File: src/sv/tsvg_pkg.sv
package tsvg_pkg;

    // Field and count widths.
    localparam int POS_W   = 10;
    localparam int CNT_W   = 11;
    localparam int RAD_W   = 16;
    localparam int ANG_W   = 16;
    localparam int FRAC_W  = 12;
    localparam int OUT_W   = 18;
    localparam int SIN_W   = 14;
    localparam int K_W     = 21;
    localparam int REM_W   = 21;
    localparam int DIV_LEN = K_W + ANG_W;

    // Count limits.
    localparam logic [CNT_W-1:0] CNT_MIN    = 11'd4;
    localparam logic [CNT_W-1:0] MAX_WRAPS  = 11'd1024;
    localparam logic [CNT_W-1:0] MAX_SEGS   = 11'd1024;

    // Register indexes on the configuration port.
    localparam logic [1:0] REG_WRAP  = 2'd0;
    localparam logic [1:0] REG_SEGS  = 2'd1;
    localparam logic [1:0] REG_MAJOR = 2'd2;
    localparam logic [1:0] REG_MINOR = 2'd3;

    // Sine polynomial coefficients in Q30.
    localparam logic signed [31:0] ONE_Q30 = 32'sd1073741824;
    localparam logic signed [31:0] K1 = 32'sd1686629713;
    localparam logic signed [31:0] K3 = 32'sd693598669;
    localparam logic signed [31:0] K5 = 32'sd85569306;
    localparam logic signed [31:0] K7 = 32'sd5026994;
    localparam logic signed [31:0] K9 = 32'sd172274;

    localparam logic signed [47:0] OUT_MAX = 48'sd131071;
    localparam logic signed [47:0] OUT_MIN = -48'sd131072;

    // One vertex request from the sequencer.
    typedef struct packed {
        logic [CNT_W-1:0] a;
        logic [POS_W-1:0] b;
        logic             last;
    } t_vtx_req;

    typedef enum logic [3:0] {
        BK_IDLE, BK_LOAD, BK_DIV, BK_SIN, BK_RAD, BK_Y, BK_X, BK_Z, BK_PUT
    } t_back_state;

    // Clamp a written count into its legal range.
    function automatic logic [CNT_W-1:0] clamp_count(input logic [31:0] v,
                                                     input logic [CNT_W-1:0] hi);
        if (v < 32'(CNT_MIN)) begin
            return CNT_MIN;
        end else if (v > 32'(hi)) begin
            return hi;
        end
        return v[CNT_W-1:0];
    endfunction

    // Saturate to the signed output range.
    function automatic logic signed [OUT_W-1:0] sat_out(input logic signed [47:0] v);
        if (v > OUT_MAX) begin
            return OUT_MAX[OUT_W-1:0];
        end else if (v < OUT_MIN) begin
            return OUT_MIN[OUT_W-1:0];
        end
        return v[OUT_W-1:0];
    endfunction

    // Q30 product truncated toward zero.
    function automatic logic signed [31:0] mul_q30(input logic signed [31:0] a,
                                                   input logic signed [31:0] b);
        logic signed [63:0] p;
        logic [63:0]        mag;
        p = a * b;
        if (p >= 0) begin
            mag = 64'(p) >> 30;
            return mag[31:0];
        end
        mag = 64'(-p) >> 30;
        return -$signed(mag[31:0]);
    endfunction

endpackage

File: src/sv/tsvg_front.sv
module tsvg_front (
    input  logic                      i_clk,
    input  logic                      i_rst_n,
    input  logic                      i_valid,
    output logic                      o_ready,
    input  logic                      i_restart,
    input  logic [tsvg_pkg::CNT_W-1:0] i_wrap_count,
    input  logic [tsvg_pkg::CNT_W-1:0] i_seg_count,
    input  logic                      i_full,
    output logic                      o_push,
    output tsvg_pkg::t_vtx_req        o_req
);
    import tsvg_pkg::*;

    localparam logic [1:0] PH_MAIN  = 2'd0;
    localparam logic [1:0] PH_FIRST = 2'd1;
    localparam logic [1:0] PH_LAST  = 2'd2;
    localparam logic [1:0] PH_BAD   = 2'd3;

    logic [POS_W-1:0] r_wpos, n_wpos, r_spos, n_spos, ew, es;
    logic             r_half, n_half, eh, go;
    logic [1:0]       r_phase, n_phase, ep;
    logic [CNT_W-1:0] s_next, w_next;

    assign o_ready = !i_full;
    assign o_push  = i_valid && !i_full;

    // Step the strip position for each transfer.
    always_comb begin
        go     = i_restart || (r_phase == PH_BAD);
        ew     = go ? '0 : r_wpos;
        es     = go ? '0 : r_spos;
        eh     = go ? 1'b0 : r_half;
        ep     = go ? PH_MAIN : r_phase;
        s_next = {1'b0, es} + 1'b1;
        w_next = {1'b0, ew} + 1'b1;
        n_wpos = ew;
        n_spos = es;
        n_half = eh;
        n_phase = ep;
        o_req  = '{a: {1'b0, ew} + CNT_W'(eh), b: es, last: 1'b0};
        case (ep)
            PH_FIRST: begin
                o_req   = '{a: '0, b: '0, last: 1'b0};
                n_phase = PH_LAST;
            end
            PH_LAST: begin
                o_req   = '{a: CNT_W'(1), b: '0, last: 1'b1};
                n_wpos  = '0;
                n_spos  = '0;
                n_half  = 1'b0;
                n_phase = PH_MAIN;
            end
            default: begin
                if (!eh) begin
                    n_half = 1'b1;
                end else begin
                    n_half = 1'b0;
                    n_spos = s_next[POS_W-1:0];
                    if (s_next >= i_seg_count) begin
                        n_spos = '0;
                        n_wpos = w_next[POS_W-1:0];
                        if (w_next >= i_wrap_count) begin
                            n_wpos  = '0;
                            n_phase = PH_FIRST;
                        end
                    end
                end
            end
        endcase
    end

    always_ff @(posedge i_clk) begin
        if (!i_rst_n) begin
            r_wpos  <= '0;
            r_spos  <= '0;
            r_half  <= 1'b0;
            r_phase <= PH_MAIN;
        end else if (o_push) begin
            r_wpos  <= n_wpos;
            r_spos  <= n_spos;
            r_half  <= n_half;
            r_phase <= n_phase;
        end
    end

endmodule

File: config.mk
export PLATFORM = sky130hd
export DESIGN_NAME = tsvg_front
export DESIGN_NICKNAME = d
export VERILOG_FILES = /design/src/sv/tsvg_pkg.sv /design/src/sv/tsvg_front.sv
export SDC_FILE = /design/constraint.sdc
export NUM_CORES = 1
export LEC_CHECK = 0
export BUFFER_PORTS_ARGS = -buffer_cell sky130_fd_sc_hd__buf_4
export CAP_MARGIN = 20
export CORE_UTILIZATION = 45
export DETAILED_ROUTE_END_ITERATION = 10
export HOLD_SLACK_MARGIN = 0.15
export PLACE_DENSITY_LB_ADDON = 0.08
export SLEW_MARGIN = 20
export SYNTH_ARGS = -nofsm -noshare
export SYNTH_HDL_FRONTEND = slang
export SYNTH_SLANG_ARGS = --single-unit
File: constraint.sdc
create_clock -name i_clk -period 5.05 [get_ports i_clk]
set_clock_uncertainty 0.05 [all_clocks]
set_input_delay 1.01 -clock i_clk [delete_from_list [all_inputs] [get_ports i_clk]]
set_output_delay 1.01 -clock i_clk [all_outputs]
set_load 0.05 [all_outputs]
==> metrics.txt, run 1 <==
CTS tree=yes; clock-pin slew on the worst setup and hold paths=80 ps; launching element type of the critical path=input port; final setup vio count=0; cells after synthesis=290; hpwl dp=around 4000 um; post-cts sizing count=0; DR WL met2=2268 um; Max Slew Vio Count=0; met3 routed WL=205 um; kind of critical path=input port to primary output; antenna-violating nets left=0; Die H=72.33 um; Layout Nets=between 300 and 400; first-pass GRT wire length=8556 um; Post-synth EDFFs=0; Post-CTS Setup Bufs=0; Tcrit/Tclk final=82.01%; post-synthesis cell type count=48; Post-synth top cells=nor2_1, nand2_1, ha_1; Pleak=about 1.3 nW; crit path DAT=3080 ps; Synth Register Bits=23; vias per cell=around 5.2; Syn-to-layout area delta=20.46%; root buffer cell=clkbuf_8; H-Tree Depth=1; reg2reg path depth=13; Pwr Total=approximately 0.00038 W; Comb pwr share=18.9%; Max Buffers Root-to-Sink=2; post-synth net total=343; VDD IR max=0.1315 mV; Slew @ Worst Pin=830.0 ps; Slew Limit Headroom=44.30%; RePlAce Congestion=between 0.8 and 0.9; drt pass-1 iters=4; switching part of the total power=between 20% and 30%; reg2reg start=r_phase[0]; Net Switching=0.0001144 W; Synth warnings=0; post-synthesis sequential area ratio=20.69%; top-count cell post-synth=nor2_1; min-delay worst type=flop to flop; Endpoint, Worst Hold=r_spos[0]; n_diodes=0; Vias=about 2100; initial antenna violation count=0; top_reg_cell synth=dfxtp_1; total gr overflow=0; outcome=complete, no violations; CP delay by family, top=simple AND/OR/NAND/NOR gates; largest net degree at the start of global routing=22; final hold violation count=0; Avg Synthesized Cell Area=roughly 7.7 um2; worst skew pair latency=roughly 280 ps; largest cells by area after synthesis=dfxtp_1, ha_1, xor2_1; internal power=0.0002684 W; RSZ-0062 raised after global routing=false; max-cap violations=0; Clk pwr share=between 30% and 40%; mapped cell area=2226 um2; CP required=3990 ps; layout cell share with drive strength beyond 1=21.21%; # DRC=0; top-area cell type share of the netlist area=20.69%; TritonCTS buffer count=3; R2R Setup Slk=1550 ps; worst-path cell chain=buf_4 -> a21oi_2 -> and3_1 -> ha_1 -> nand3_1 -> nor2_1 -> nand4_1 -> xor2_1 -> nor2_1 -> buf_4; Power Density=142.8 nW/um2; Core Footprint=4755 um2; initial core utilization=46.82%; clk sinks=23; CP peak stage delay=roughly 540 ps; wire length on met1=2682 um; final std cells w/o fill=around 400; routed wire length=approximately 5200 um; Tmin final=4142 ps; CTS Hold Buffers Added=0; hold_sp=r_spos[0]; Final Util=56.39%; Worst Hold Depth=1; Ports=~50; highest metal used=met4; Reg power frac=49.1%; crit path max fanout=17; Crit-path slowest cell=a21oi_2; reg-to-reg endpoint=r_wpos[9]; All-Layer GR Usage=20.70%; DR iter-0 viols=118; die width=72.33 um; FP Rows=25; Critical path buffers and inverters=2; Buffers on Ports=50; die area=around 5200 um2; Placed Instances=393; vias in the first global route=1803; Yosys top cell by area=dfxtp_1; Fin Setup TNS=0 ps; Levels on crit path=10; CP endpoint kind=primary output; WL per Instance=approximately 13 um; f_max=0.2415 GHz; FFs w/ async S/R, synth=0%
## registers in the layout, summed over array words and instances, names as in the netlist
signal,flops
r_phase,2
r_spos,10
r_half,1
r_wpos,10
## cell type report
| class | instances | area [um2] |
|---|---|---|
| Multi-Input combinational cell | 225 | 1599 |
| Inverter | 25 | 93.84 |
| Tap cell | 67 | 83.83 |
| Timing Repair Buffer | 53 | 397.9 |
| Fill cell | 461 | 2073 |
| Clock inverter | 1 | 5.005 |
| Sequential cell | 23 | 460.4 |
| Clock buffer | 3 | 41.29 |
## cells in the final DEF, fill, tap and decap left out, drive strengths merged, types with 12 or more instances in the layout
master,count
buf,53
nor2,35
nand2,28
ha,26
inv,25
dfxtp,23
xor2,18
a22o,16
and3,13
nand3,12
## worst max path at each step
stage	from	end	slack, ps
final	i_restart	o_req[19]	910
after global routing	i_restart	o_req[21]	670
after CTS	i_restart	o_req[21]	880
after detailed placement	i_restart	r_wpos[9]	820
after global placement	i_restart	r_wpos[9]	870
after floorplan	i_restart	o_req[21]	430
## metrics by stage
step,setup slack (ps),hold slack (ps),cell area (um2)
finish,908.4,492.6,2681
global route,668.7,503.7,2681
global placement,874.8,464.3,2635
floorplan,429.3,420.3,2226
CTS,883.1,493.2,2681
detailed placement,820.6,466.8,2635
## power by group through the flow
stage	Sequential [W]	Combinational (W)	Clock (W)
detailed placement	0.000192	0.0000730	0
floorplan	0.000189	0.0000468	0
finish	0.000188	0.0000725	0.000122
CTS	0.000188	0.0000734	0.000126
global placement	0.000192	0.0000719	0
global route	0.000189	0.0000807	0.000134
## kinds of logic after synthesis
group	count (synthesis)	share of synthesized area [%]
xor+xnor	25	9.837
fa+ha+maj	26	14.61
mux	1	0.5059
simple gates	119	27.60
buf+inv	42	7.476
compound gates	54	19.28
flops	23	20.69
## per-layer routing
metal / vias up / GRT usage [%]
li1: 1081 / -
met1: 928 / 30.07
met2: 46 / 31.46
met3: 7 / 3.750
met4: 0 / 5.011
met5: - / 0
Power figures use the tool's default switching activity.
==> run 2, diff against run 1 <==
==> constraint.sdc (replaced) <==
create_clock -name i_clk -period 3.6 [get_ports i_clk]
set_clock_uncertainty 0.05 [all_clocks]
set_input_delay 0.72 -clock i_clk [delete_from_list [all_inputs] [get_ports i_clk]]
set_output_delay 0.72 -clock i_clk [all_outputs]
set_load 0.05 [all_outputs]
==> metrics.txt, run 2 (synthesized netlist as in run 1, its figures left out) <==
Core Footprint=~4800 um2; Syn-to-layout area delta=22.65%; CTS Hold Buffers Added=0; clk sinks=23; biggest regs=r_spos x10, r_wpos x10, r_phase x2; # DRC=0; Max Slew Vio Count=0; CP required=2830 ps; Pwr Total=0.0005440 W; most used cell, CP=buf_4; Ports=51; antenna-violating nets left=0; reg-to-reg endpoint=r_wpos[9]; layout cell share with drive strength beyond 1=23.28%; post-cts sizing count=0; launching element type of the critical path=input port; Worst Hold Depth=1; Post-CTS Setup Bufs=0; CP peak stage delay=260 ps; CP endpoint kind=primary output; R2R Setup Slk=approximately 470 ps; DR iter-0 viols=118; RePlAce Congestion=between 0.8 and 0.9; VDD IR max=about 0.27 mV; die area=roughly 5200 um2; All-Layer GR Usage=between 20% and 30%; reg2reg path depth=11; Pleak=1.343 nW; Vias=2102; Multi-input gate area=1610 um2; f_max=0.2947 GHz; n_diodes=0; Power Density=between 150 and 200 nW/um2; FP Rows=25; initial antenna violation count=0; crit path DAT=2620 ps; max-cap violations=0; Fin Setup TNS=0 ps; die width=72.33 um; RSZ-0062 raised after global routing=false; Tcrit/Tclk final=a little over nine tenths; hpwl dp=3965 um; clock-pin slew on the worst setup and hold paths=around 90 ps; worst setup path endpoint=o_req[19]; initial core utilization=between 40% and 50%; vias in the first global route=1834; Tmin final=3393 ps; outcome=complete, no violations; crit path max fanout=20; CTS tree=yes; first-pass GRT wire length=roughly 8500 um; reg2reg start=r_wpos[2]; kind of critical path=input port to primary output; most common cell after layout, fill and taps aside=buf_4; Max Buffers Root-to-Sink=2; total gr overflow=0; worst-path cell chain=buf_4 -> a21oi_2 -> buf_4 -> and3_1 -> ha_1 -> nand3_1 -> nor2_1 -> nand4_1 -> xor2_1 -> nor2_2 -> buf_4; root buffer cell=clkbuf_8; TritonCTS buffer count=3; min-delay worst type=flop to flop; crit path launch=i_restart; vias per cell=~5.2; final hold violation count=0; WL per Instance=roughly 13 um; Buffers on Ports=50; Levels on crit path=11; H-Tree Depth=1; worst skew pair latency=between 200 and 300 ps; routed wire length=slightly above 5000 um; Layout Nets=389; final setup vio count=0; Slew @ Worst Pin=656.5 ps; Fillers=503; Crit-path slowest cell=buf_4; Critical path buffers and inverters=3; most frequent cells in the layout=buf_4, nor2_1, nand2_1; CP delay by family, top=simple AND/OR/NAND/NOR gates; register area=460.4 um2; drt pass-1 iters=4; Die H=72.33 um; largest net degree at the start of global routing=21; Slew Limit Headroom=56.24%
## run 2: changes by cell type in the layout (fill, tap and decap cells not counted), sizes merged
cell	previous run	this run
buf	53	58
## run 2: power breakdown
part           total (W)  internal (W)  switching, W
logic           0.000113     0.0000468     0.0000661
clock network   0.000172     0.0000776     0.0000945
registers       0.000259      0.000257    0.00000222
## run 2: worst min-delay path by stage
stage               start         end  slack [ps]
2_1_floorplan   r_spos[1]   r_spos[1]         420
3_5_place_dp   r_phase[0]  r_phase[0]         470
4_1_cts         r_spos[1]   r_spos[1]         490
3_3_place_gp    r_spos[1]   r_spos[1]         460
6_report        r_spos[1]   r_spos[1]         490
5_1_grt         r_spos[1]   r_spos[1]         540
## run 2: layer usage
metal / up-vias / wire length (um) / GRT usage, % / share of wire (%)
li1: 1094 / - / - / -
met1: 960 / 2669 / 30.76 / 52
met2: 46 / 2229 / 30.74 / 43
met3: 2 / 232 / 3.333 / 4.5
met4: 0 / 29 / 3.268 / 0.56
met5: - / 0 / 0 / 0
## run 2: cell type report
cell class / instances / area share [%]
Clock buffer: 3 / 1.512
Clock inverter: 1 / 0.1833
Inverter: 25 / 3.437
Multi-Input combinational cell: 225 / 58.98
Sequential cell: 23 / 16.87
Tap cell: 67 / 3.071
Timing Repair Buffer: 58 / 15.95
## run 2: stage by stage
| step | cell area [um2] | hold slack, ps | cells | setup slack (ps) | util, % |
|---|---|---|---|---|---|
| final | 2730 | 488.7 | 402 | 206.9 | 57.42 |
| after global routing | 2730 | 542.5 | 402 | 101.9 | 57.42 |
| after CTS | 2730 | 495.0 | 402 | 200.5 | 57.42 |
| after detailed placement | 2684 | 466.5 | 398 | 131.4 | 56.45 |
| after global placement | 2684 | 458.1 | 398 | 161.9 | 56.45 |
| after floorplan | 2238 | 420.3 | 290 | 38.28 | - |
