==> src/sv/tsvg_pkg.sv <==
package tsvg_pkg;

    // Field and count widths.
    localparam int POS_W   = 10;
    localparam int CNT_W   = 11;
    localparam int RAD_W   = 16;
    localparam int ANG_W   = 16;
    localparam int FRAC_W  = 12;
    localparam int OUT_W   = 18;
    localparam int SIN_W   = 14;
    localparam int K_W     = 21;
    localparam int REM_W   = 21;
    localparam int DIV_LEN = K_W + ANG_W;

    // Count limits.
    localparam logic [CNT_W-1:0] CNT_MIN    = 11'd4;
    localparam logic [CNT_W-1:0] MAX_WRAPS  = 11'd1024;
    localparam logic [CNT_W-1:0] MAX_SEGS   = 11'd1024;

    // Register indexes on the configuration port.
    localparam logic [1:0] REG_WRAP  = 2'd0;
    localparam logic [1:0] REG_SEGS  = 2'd1;
    localparam logic [1:0] REG_MAJOR = 2'd2;
    localparam logic [1:0] REG_MINOR = 2'd3;

    // Sine polynomial coefficients in Q30.
    localparam logic signed [31:0] ONE_Q30 = 32'sd1073741824;
    localparam logic signed [31:0] K1 = 32'sd1686629713;
    localparam logic signed [31:0] K3 = 32'sd693598669;
    localparam logic signed [31:0] K5 = 32'sd85569306;
    localparam logic signed [31:0] K7 = 32'sd5026994;
    localparam logic signed [31:0] K9 = 32'sd172274;

    localparam logic signed [47:0] OUT_MAX = 48'sd131071;
    localparam logic signed [47:0] OUT_MIN = -48'sd131072;

    // One vertex request from the sequencer.
    typedef struct packed {
        logic [CNT_W-1:0] a;
        logic [POS_W-1:0] b;
        logic             last;
    } t_vtx_req;

    typedef enum logic [3:0] {
        BK_IDLE, BK_LOAD, BK_DIV, BK_SIN, BK_RAD, BK_Y, BK_X, BK_Z, BK_PUT
    } t_back_state;

    // Clamp a written count into its legal range.
    function automatic logic [CNT_W-1:0] clamp_count(input logic [31:0] v,
                                                     input logic [CNT_W-1:0] hi);
        if (v < 32'(CNT_MIN)) begin
            return CNT_MIN;
        end else if (v > 32'(hi)) begin
            return hi;
        end
        return v[CNT_W-1:0];
    endfunction

    // Saturate to the signed output range.
    function automatic logic signed [OUT_W-1:0] sat_out(input logic signed [47:0] v);
        if (v > OUT_MAX) begin
            return OUT_MAX[OUT_W-1:0];
        end else if (v < OUT_MIN) begin
            return OUT_MIN[OUT_W-1:0];
        end
        return v[OUT_W-1:0];
    endfunction

    // Q30 product truncated toward zero.
    function automatic logic signed [31:0] mul_q30(input logic signed [31:0] a,
                                                   input logic signed [31:0] b);
        logic signed [63:0] p;
        logic [63:0]        mag;
        p = a * b;
        if (p >= 0) begin
            mag = 64'(p) >> 30;
            return mag[31:0];
        end
        mag = 64'(-p) >> 30;
        return -$signed(mag[31:0]);
    endfunction

endpackage

==> src/sv/tsvg_queue.sv <==
module tsvg_queue (
    input  logic               i_clk,
    input  logic               i_rst_n,
    input  logic               i_push,
    input  tsvg_pkg::t_vtx_req i_req,
    output logic               o_full,
    input  logic               i_pop,
    output logic               o_nonempty,
    output tsvg_pkg::t_vtx_req o_req
);
    import tsvg_pkg::*;

    t_vtx_req   r_mem [2];
    logic       r_wr, r_rd;
    logic [1:0] r_cnt;

    assign o_full     = (r_cnt == 2'd2);
    assign o_nonempty = (r_cnt != 2'd0);
    assign o_req      = r_mem[r_rd];

    // Storage for queued requests.
    always_ff @(posedge i_clk) begin
        if (i_push) begin
            r_mem[r_wr] <= i_req;
        end
    end

    // Pointers and fill count.
    always_ff @(posedge i_clk) begin
        if (!i_rst_n) begin
            r_wr  <= 1'b0;
            r_rd  <= 1'b0;
            r_cnt <= '0;
        end else begin
            if (i_push) begin
                r_wr <= !r_wr;
            end
            if (i_pop) begin
                r_rd <= !r_rd;
            end
            r_cnt <= r_cnt + 2'(i_push) - 2'(i_pop);
        end
    end

endmodule

==> config.mk <==
export PLATFORM = sky130hd
export DESIGN_NAME = tsvg_queue
export DESIGN_NICKNAME = d
export VERILOG_FILES = /design/src/sv/tsvg_pkg.sv /design/src/sv/tsvg_queue.sv
export SDC_FILE = /design/constraint.sdc
export NUM_CORES = 1
export LEC_CHECK = 0
export ABC_AREA = 1
export BUFFER_PORTS_ARGS = -buffer_cell sky130_fd_sc_hd__clkbuf_2
export CELL_PAD_IN_SITES_DETAIL_PLACEMENT = 0
export CELL_PAD_IN_SITES_GLOBAL_PLACEMENT = 1
export CORE_MARGIN = 8
export CORE_UTILIZATION = 38
export CTS_CLUSTER_DIAMETER = 50
export DETAILED_ROUTE_END_ITERATION = 10
export PLACE_DENSITY_LB_ADDON = 0.1
export SYNTH_ARGS = -nofsm -noshare
export SYNTH_HDL_FRONTEND = slang
export SYNTH_SLANG_ARGS = --single-unit
==> constraint.sdc <==
create_clock -name i_clk -period 1.6 [get_ports i_clk]
set_input_delay 0.24 -clock i_clk [delete_from_list [all_inputs] [get_ports i_clk]]
set_output_delay 0.24 -clock i_clk [all_outputs]
set_load 0.01 [all_outputs]
==> results.json, run 1 <==
{
  "yosysWarnings": 0,
  "worstRegToRegCells": 3,
  "cts_resized": 0,
  "netlist_instances": 101,
  "die-area_um2": 7250,
  "reg2reg_from": "r_wr",
  "drt_iter0_markers": 61,
  "grt_pass1_wl_mm": 5.26,
  "p_leak_nw": 0.908,
  "io_pins": 50,
  "grt_start_max_net_pins": 23,
  "grtUsageMet2": 0.163,
  "via_per_inst": 4.61,
  "wl_mm": 3.28,
  "grt_use_met3": 0.0492,
  "endpoint": "o_req[7]",
  "r2r-end": "r_mem[1][15]",
  "grt_pass1_vias": 1079,
  "grt-ovfl-total": 0,
  "hp-class": "in2reg",
  "rsz0062_at_grt": "no",
  "worstPathArrival_ns": 1.29,
  "cts_buffers": 5,
  "cts_tree": "built",
  "path_max_fanout": 11,
  "dp_hpwl_mm": 2.35,
  "synth_compound_area_frac": 0.00275,
  "place_congestion": 0.676,
  "worst_pin_slew_ns": 0.307,
  "hold_ws_ns": 0.130,
  "clk_pin_slew_ns": 0.09,
  "tns_ns": 0,
  "grtUsageMet1": 0.0966,
  "period_share": 0.959,
  "grt.busiest_layer": "met2",
  "p_per_area_nw_per_um2": 1100,
  "cap_violations": 0,
  "grt_use_total": 0.0950,
  "clock_latency_ns": 0.29,
  "wl_per_cell_um": 15.3,
  "synth_simple_gate_area_share": 0.0379,
  "seq_area_frac_synth": 0.782,
  "synth.area.mux_share": 0.136,
  "cp.required_ns": 1.36,
  "crit_path_end_kind": "output port",
  "num_antenna_cells": 0,
  "htreeDepth": 2,
  "outcome": "finished clean",
  "clock_path_buffers": 2,
  "die-width_um": 85.1,
  "final_cell_mix": "clkbuf_2, edfxtp_1, mux2_2",
  "synth_top_family_by_area": "multiplexers",
  "area.growth.synth_to_final_pct": 24.5,
  "r2r_slack_ns": 0.40,
  "total_power_mw": 2.49,
  "drt_first_pass_iters": 4,
  "cp-start-kind": "register",
  "slew-limit-headroom": 0.795,
  "peakVddDrop_mv": 0.572,
  "final_common_cell": "clkbuf_2",
  "cts_setup_buffers": 0,
  "utilization": 0.485,
  "setup_viol": 0,
  "route.vias.total": 992,
  "root_buffer": "clkbuf_8",
  "fin_nets": 188,
  "syn-num-nets": 129,
  "io_buffers": 49,
  "avgSynthCellArea_um2": 18.0,
  "synthXorXnorAreaFrac": 0,
  "timing.fmax_ghz": 0.652,
  "drc": 0,
  "drive_gt1_frac": 0.528,
  "ys_seq_elements": 49,
  "slew_viol_final": 0,
  "hold_viol_final": 0,
  "period_needed_ns": 1.53,
  "critPathKind": "reg2out",
  "ys_types": 10,
  "synthAdderAreaFrac": 0.0138,
  "finClkSkew_ns": 0.00543,
  "dieHeight_um": 85.1,
  "initial_core_util": 0.390,
  "syn_area_um2": 1820,
  "grt_antenna_before_repair": 0,
  "cts_hold_buf": 0,
  "rows": 25,
  "ant_nets": 0,
  "core_area_um2": 4660,
  "cts.sinks": 49
}
-- synthesized netlist by cell type --
cell | n | area, µm²
a21oi_1 | 1 | 5.00
buf_6 | 2 | 22.5
dfxtp_1 | 5 | 100
edfxtp_1 | 44 | 1320
ha_1 | 2 | 25.0
inv_1 | 7 | 26.3
mux2_2 | 22 | 248
nand2_1 | 9 | 33.8
nand3_1 | 1 | 5.00
nor2_1 | 8 | 30.0
-- logic make-up (layout without fill, tap and decap cells) --
family | after synthesis | after routing
buffers and inverters | 9 | 69
AOI/OAI and AO/OA | 1 | 1
muxes | 22 | 22
adders and majority gates | 2 | 2
DFF | 49 | 49
and+or+nand+nor | 18 | 18
-- critical path, stage by stage, from the launching register on --
cell	delay [ns]
dfxtp_4	0.38
buf_8	0.15
mux2_2	0.35
clkbuf_2	0.13
-- flip-flops by register name (all words and copies together), names as in the netlist, named ones only --
register / count
r_wr: 1
r_rd: 1
r_cnt: 2
r_mem: 44
-- through the flow --
step / instances / setup slack (ns) / instance area (µm²)
2_1_floorplan: 101 / 0.287 / 1820
3_3_place_gp: 206 / 0.351 / 2150
3_5_place_dp: 206 / 0.343 / 2150
4_1_cts: 214 / 0.00167 / 2240
5_1_grt: 215 / 0.00273 / 2260
6_report: 215 / 0.0660 / 2260
-- worst min-delay path by stage --
stage | start | end | slack [ns] | cells past startpoint
after floorplan | i_rst_n | r_cnt[0] | 0.33 | 2
after global placement | i_req[18] | r_mem[0][18] | 0.43 | 1
after detailed placement | i_req[14] | r_mem[0][14] | 0.43 | 1
after CTS | i_req[14] | r_mem[1][14] | 0.12 | 1
after global routing | i_req[14] | r_mem[1][14] | 0.11 | 1
final | i_req[12] | r_mem[1][12] | 0.13 | 1
-- power breakdown --
part	internal, mW	switching [mW]	leakage (nW)
sequential	1.47	0.0212	0.455
combinational	0.146	0.160	0.416
clock	0.308	0.383	0.0374
total	1.93	0.564	0.908
-- layout make-up --
cell class | count | area (µm²)
clock buffer | 6 | 72.6
clock inverter | 2 | 15.0
fill | 415 | 2400
inverter | 7 | 26.3
multi-input combinational | 43 | 349
sequential | 49 | 1430
tap | 54 | 67.6
timing repair buffer | 54 | 307
-- layer usage --
layer,vias up,wire (µm)
met1,469,1250
met5,-,0
met4,0,48
li1,485,-
met3,6,271
met2,32,1720
No activity file was read; power rests on OpenSTA's default activity.
==> inputs of run 2 (changes only) <==
==> constraint.sdc (replaced) <==
create_clock -name i_clk -period 1.6 [get_ports i_clk]
set_input_delay 0.16 -clock i_clk [delete_from_list [all_inputs] [get_ports i_clk]]
set_output_delay 0.16 -clock i_clk [all_outputs]
set_load 0.01 [all_outputs]
==> run 2 against run 1 <==
  * Count of clock-buffer cells in the layout unchanged
  * Sequential power about the same
  * Combinational power decreased by 3%
  * Die area unchanged
  * Design area decreased by 0.17%
  * Critical path type unchanged
  * Largest power group unchanged
  * Highest routed layer unchanged
==> results.json, run 2 (same netlist as run 1, synthesis figures left out) <==
{
  "p_per_area_nw_per_um2": 1160,
  "cts_setup_buffers": 0,
  "ant_nets": 0,
  "critPathKind": "reg2out",
  "io_pins": 50,
  "worstPathArrival_ns": 1.31,
  "hold_viol_final": 0,
  "place_congestion": 0.689,
  "area.growth.synth_to_final_pct": 24.3,
  "grt-ovfl-total": 0,
  "crit_chain": "buf_4 > mux2_2 > clkbuf_2",
  "io_buffers": 49,
  "fin_area_um2": 2260,
  "cp-start-kind": "register",
  "num_antenna_cells": 0,
  "route.vias.total": 965,
  "die-area_um2": 7250,
  "layout_setup_ws_ns": 0.129,
  "worst_pin_slew_ns": 0.306,
  "utilization": 0.485,
  "fin_nets": 187,
  "cts_tree": "built",
  "clock_latency_ns": 0.29,
  "crit_path_end_kind": "output port",
  "rsz0062_at_grt": "no",
  "top_register": "r_mem",
  "dp_hpwl_mm": 2.30,
  "grt_use_total": 0.0911,
  "period_share": 0.919,
  "dieHeight_um": 85.1,
  "clk_pin_slew_ns": 0.08,
  "r2r_slack_ns": 0.46,
  "initial_core_util": 0.390,
  "slew-limit-headroom": 0.796,
  "cts_resized": 0,
  "largestRegisters": "r_mem (44), r_cnt (2)",
  "placed_area_um2": 2150,
  "p_leak_nw": 0.915,
  "preCtsSetupSlack_ns": 0.424,
  "die-width_um": 85.1,
  "grt_pass1_vias": 1080,
  "path_max_fanout": 11,
  "drt_first_pass_iters": 4,
  "cts_hold_buf": 0,
  "final_common_cell": "clkbuf_2",
  "final_cell_mix": "clkbuf_2, edfxtp_1, mux2_2",
  "outcome": "finished clean",
  "setup_viol": 0,
  "drc": 0,
  "peakVddDrop_mv": 0.574,
  "drt_iter0_markers": 52,
  "crit_path_max_incr_delay_ns": 0.36,
  "period_needed_ns": 1.47,
  "wl_mm": 3.10,
  "rows": 25,
  "largest_reg_flops": 44,
  "finClkSkew_ns": 0.00555,
  "hold_ws_ns": 0.0537,
  "grt_pass1_wl_mm": 4.95,
  "hp-class": "in2reg",
  "worstRegToRegCells": 3,
  "grt_start_max_net_pins": 23,
  "root_buffer": "clkbuf_8",
  "slew_viol_final": 0,
  "wl_per_cell_um": 14.5,
  "drive_gt1_frac": 0.513,
  "hold_depth": 1,
  "clock_path_buffers": 2,
  "core_area_um2": 4660,
  "tns_ns": 0,
  "grt_antenna_before_repair": 0,
  "cap_violations": 0,
  "timing.fmax_ghz": 0.680,
  "cts_buffers": 5,
  "via_per_inst": 4.51,
  "cts.sinks": 49,
  "crit_slowest_cell": "mux2_2",
  "cp.required_ns": 1.44,
  "htreeDepth": 2
}
[run 2: layout make-up]
class,instances,area (µm²)
repair buffers,53,288
multi-input cells,43,349
fillers,411,2400
clock buffers,6,72.6
clock inverters,2,33.8
inverters,7,26.3
flip-flops and latches,49,1420
well taps,54,67.6
[run 2: worst paths after layout]
path         startpoint      endpoint
max            register      o_req[2]
min            i_req[6]   r_mem[0][6]
max reg2reg        r_wr  r_mem[1][20]
min reg2reg        r_rd          r_rd
[run 2: metal layers]
layer  vias up  GRT usage  routed length (µm)  share of wire
li1        483          -                   -              -
met1       446     0.0876                1190           0.38
met2        32      0.161                1640           0.53
met3         4     0.0444                 240          0.077
met4         0     0.0388                  29         0.0093
met5         -          0                   0              0
[run 2: stage by stage]
stage	std cells	power, mW
4_1_cts	214	2.66
3_5_place_dp	206	1.83
2_1_floorplan	101	1.69
3_3_place_gp	206	1.82
6_report	214	2.61
5_1_grt	214	2.74
[run 2: power by group]
part | switching, mW | total, mW | internal, mW
clock network | 0.363 | 0.825 | 0.461
logic | 0.158 | 0.298 | 0.140
registers | 0.0181 | 1.49 | 1.47
total | 0.539 | 2.61 | 2.07
[run 2: critical path: cells and delay by family, from the launching register on]
kind	cells	cell delay, ns
buf+inv	2	0.33
mux	1	0.36
flops	1	0.33
==> inputs of run 3 (changes only) <==
CELL_PAD_IN_SITES_DETAIL_PLACEMENT = not set   (was 0)
CELL_PAD_IN_SITES_GLOBAL_PLACEMENT = not set   (was 1)
CORE_ASPECT_RATIO = 0.6   (was not set)
CORE_UTILIZATION = 46   (was 38)
PLACE_DENSITY = 0.74   (was not set)
PLACE_DENSITY_LB_ADDON = not set   (was 0.1)
==> run 3 against run 2 <==
  * Combinational power grew 2%
  * Total power shrank 6.5%
  * Sequential share of layout area grew 0.88 points
  * Maximum frequency shrank 1.6%
  * Highest routed layer unchanged
==> results.json, run 3 (same netlist as run 1, synthesis figures left out) <==
{
  "combPwrFrac": 0.124,
  "area.growth.synth_to_final_pct": 22.6,
  "drt_first_pass_iters": 4,
  "die-area_um2": 6280,
  "cts_setup_buffers": 0,
  "critPathKind": "reg2out",
  "final_cell_mix": "clkbuf_2, edfxtp_1, mux2_2",
  "grt_pass1_vias": 1101,
  "top_register": "r_mem",
  "grt_use_total": 0.105,
  "cts_resized": 0,
  "dp_hpwl_mm": 2.34,
  "slew_viol_final": 0,
  "p_seq_frac": 0.611,
  "path_max_fanout": 12,
  "core_area_um2": 3720,
  "die-width_um": 97.1,
  "rows": 17,
  "place_congestion": 0.715,
  "route.vias.total": 996,
  "dp_cells": 200,
  "peakVddDrop_mv": 0.769,
  "grt_pass1_wl_mm": 5.22,
  "hold_start": "i_req[14]",
  "hp-class": "in2reg",
  "wl_per_cell_um": 15.0,
  "hold_viol_final": 0,
  "initial_core_util": 0.488,
  "dieHeight_um": 64.7,
  "slew-limit-headroom": 0.823,
  "drt_iter0_markers": 44,
  "rsz0062_at_grt": "no",
  "clock_path_buffers": 2,
  "io_buffers": 49,
  "layout.area.seq_um2": 1420,
  "clock_latency_ns": 0.29,
  "largest_reg_flops": 44,
  "grt-ovfl-total": 0,
  "worst_pin_slew_ns": 0.265,
  "cts_hold_buf": 0,
  "ant_nets": 0,
  "fill_cells": 293,
  "root_buffer": "clkbuf_8",
  "fin_nets": 188,
  "clk_pin_slew_ns": 0.08,
  "reg2reg_from": "r_wr",
  "io_pins": 50,
  "wl_mm": 3.12,
  "r2r_slack_ns": 0.42,
  "p_leak_nw": 0.906,
  "cts_buffers": 5,
  "p_clk_frac": 0.265,
  "final_common_cell": "clkbuf_2",
  "finClkSkew_ns": 0.00549,
  "tns_ns": 0,
  "switchingPower_uw": 533,
  "crit_path_end_kind": "output port",
  "largestRegisters": "r_mem (44), r_cnt (2)",
  "multi_input_area_um2": 349,
  "swShare": 0.218,
  "outcome": "finished clean",
  "cp.required_ns": 1.44,
  "drive_gt1_frac": 0.513,
  "p_int_mw": 1.91,
  "cp-start-kind": "register",
  "period_needed_ns": 1.50,
  "period_share": 0.934,
  "htreeDepth": 2,
  "cap_violations": 0,
  "p_per_area_nw_per_um2": 1100,
  "worstPathArrival_ns": 1.34,
  "cts_tree": "built",
  "grt_antenna_before_repair": 0,
  "setup_viol": 0,
  "drc": 0,
  "num_antenna_cells": 0,
  "fin_cells": 207,
  "timing.fmax_ghz": 0.669,
  "via_per_inst": 4.81,
  "total_power_mw": 2.44,
  "grt_start_max_net_pins": 18,
  "cts.sinks": 49
}
run 3: cell count changes in the layout (fill, tap and decap cells not counted):
cell	before	now
buf_4	3	4
bufinv_16	1	0
run 3: power groups by stage:
stage	sequential (mW)	clock (mW)	combinational [mW]
global route	1.50	0.730	0.340
floorplan	1.52	0	0.173
detailed placement	1.52	0	0.308
finish	1.49	0.647	0.303
CTS	1.49	0.668	0.310
global placement	1.52	0	0.300
run 3: through the flow:
| step | cell area (µm²) | hold WS, ns | util | setup slack, ns |
|---|---|---|---|---|
| final | 2230 | 0.0535 | 0.598 | 0.105 |
| after global routing | 2230 | 0.0410 | 0.598 | 0.000801 |
| after global placement | 2150 | 0.350 | 0.578 | 0.452 |
| after detailed placement | 2150 | 0.354 | 0.578 | 0.410 |
| after floorplan | 1820 | 0.253 | - | 0.287 |
| after CTS | 2230 | 0.0450 | 0.598 | 0.0752 |
run 3: routing by layer:
metal | share of wire | wire [µm] | up-vias | global-route usage
li1 | - | - | 481 | -
met1 | 0.45 | 1400 | 478 | 0.122
met2 | 0.45 | 1410 | 35 | 0.159
met3 | 0.098 | 304 | 2 | 0.0571
met4 | 0.0026 | 8 | 0 | 0.0457
met5 | 0 | 0 | - | 0
run 3: worst max-delay path: stages, from the launching register on:
cell and delay [ns]:
dfxtp_1 0.34, buf_4 0.21, mux2_2 0.35, clkbuf_2 0.13
run 3: path summary, 6_finish.rpt:
kind / depth (start not counted) / to
max: 3 / o_req[10]
min: 1 / r_mem[0][14]
max reg2reg: 3 / r_mem[1][5]
min reg2reg: 2 / register
run 3: cell type report:
type,count,area share
clock buffers,6,0.0326
inverters,7,0.0118
multi-input cells,43,0.157
clock inverters,1,0.00169
well taps,47,0.0264
repair buffers,54,0.133
flip-flops and latches,49,0.638
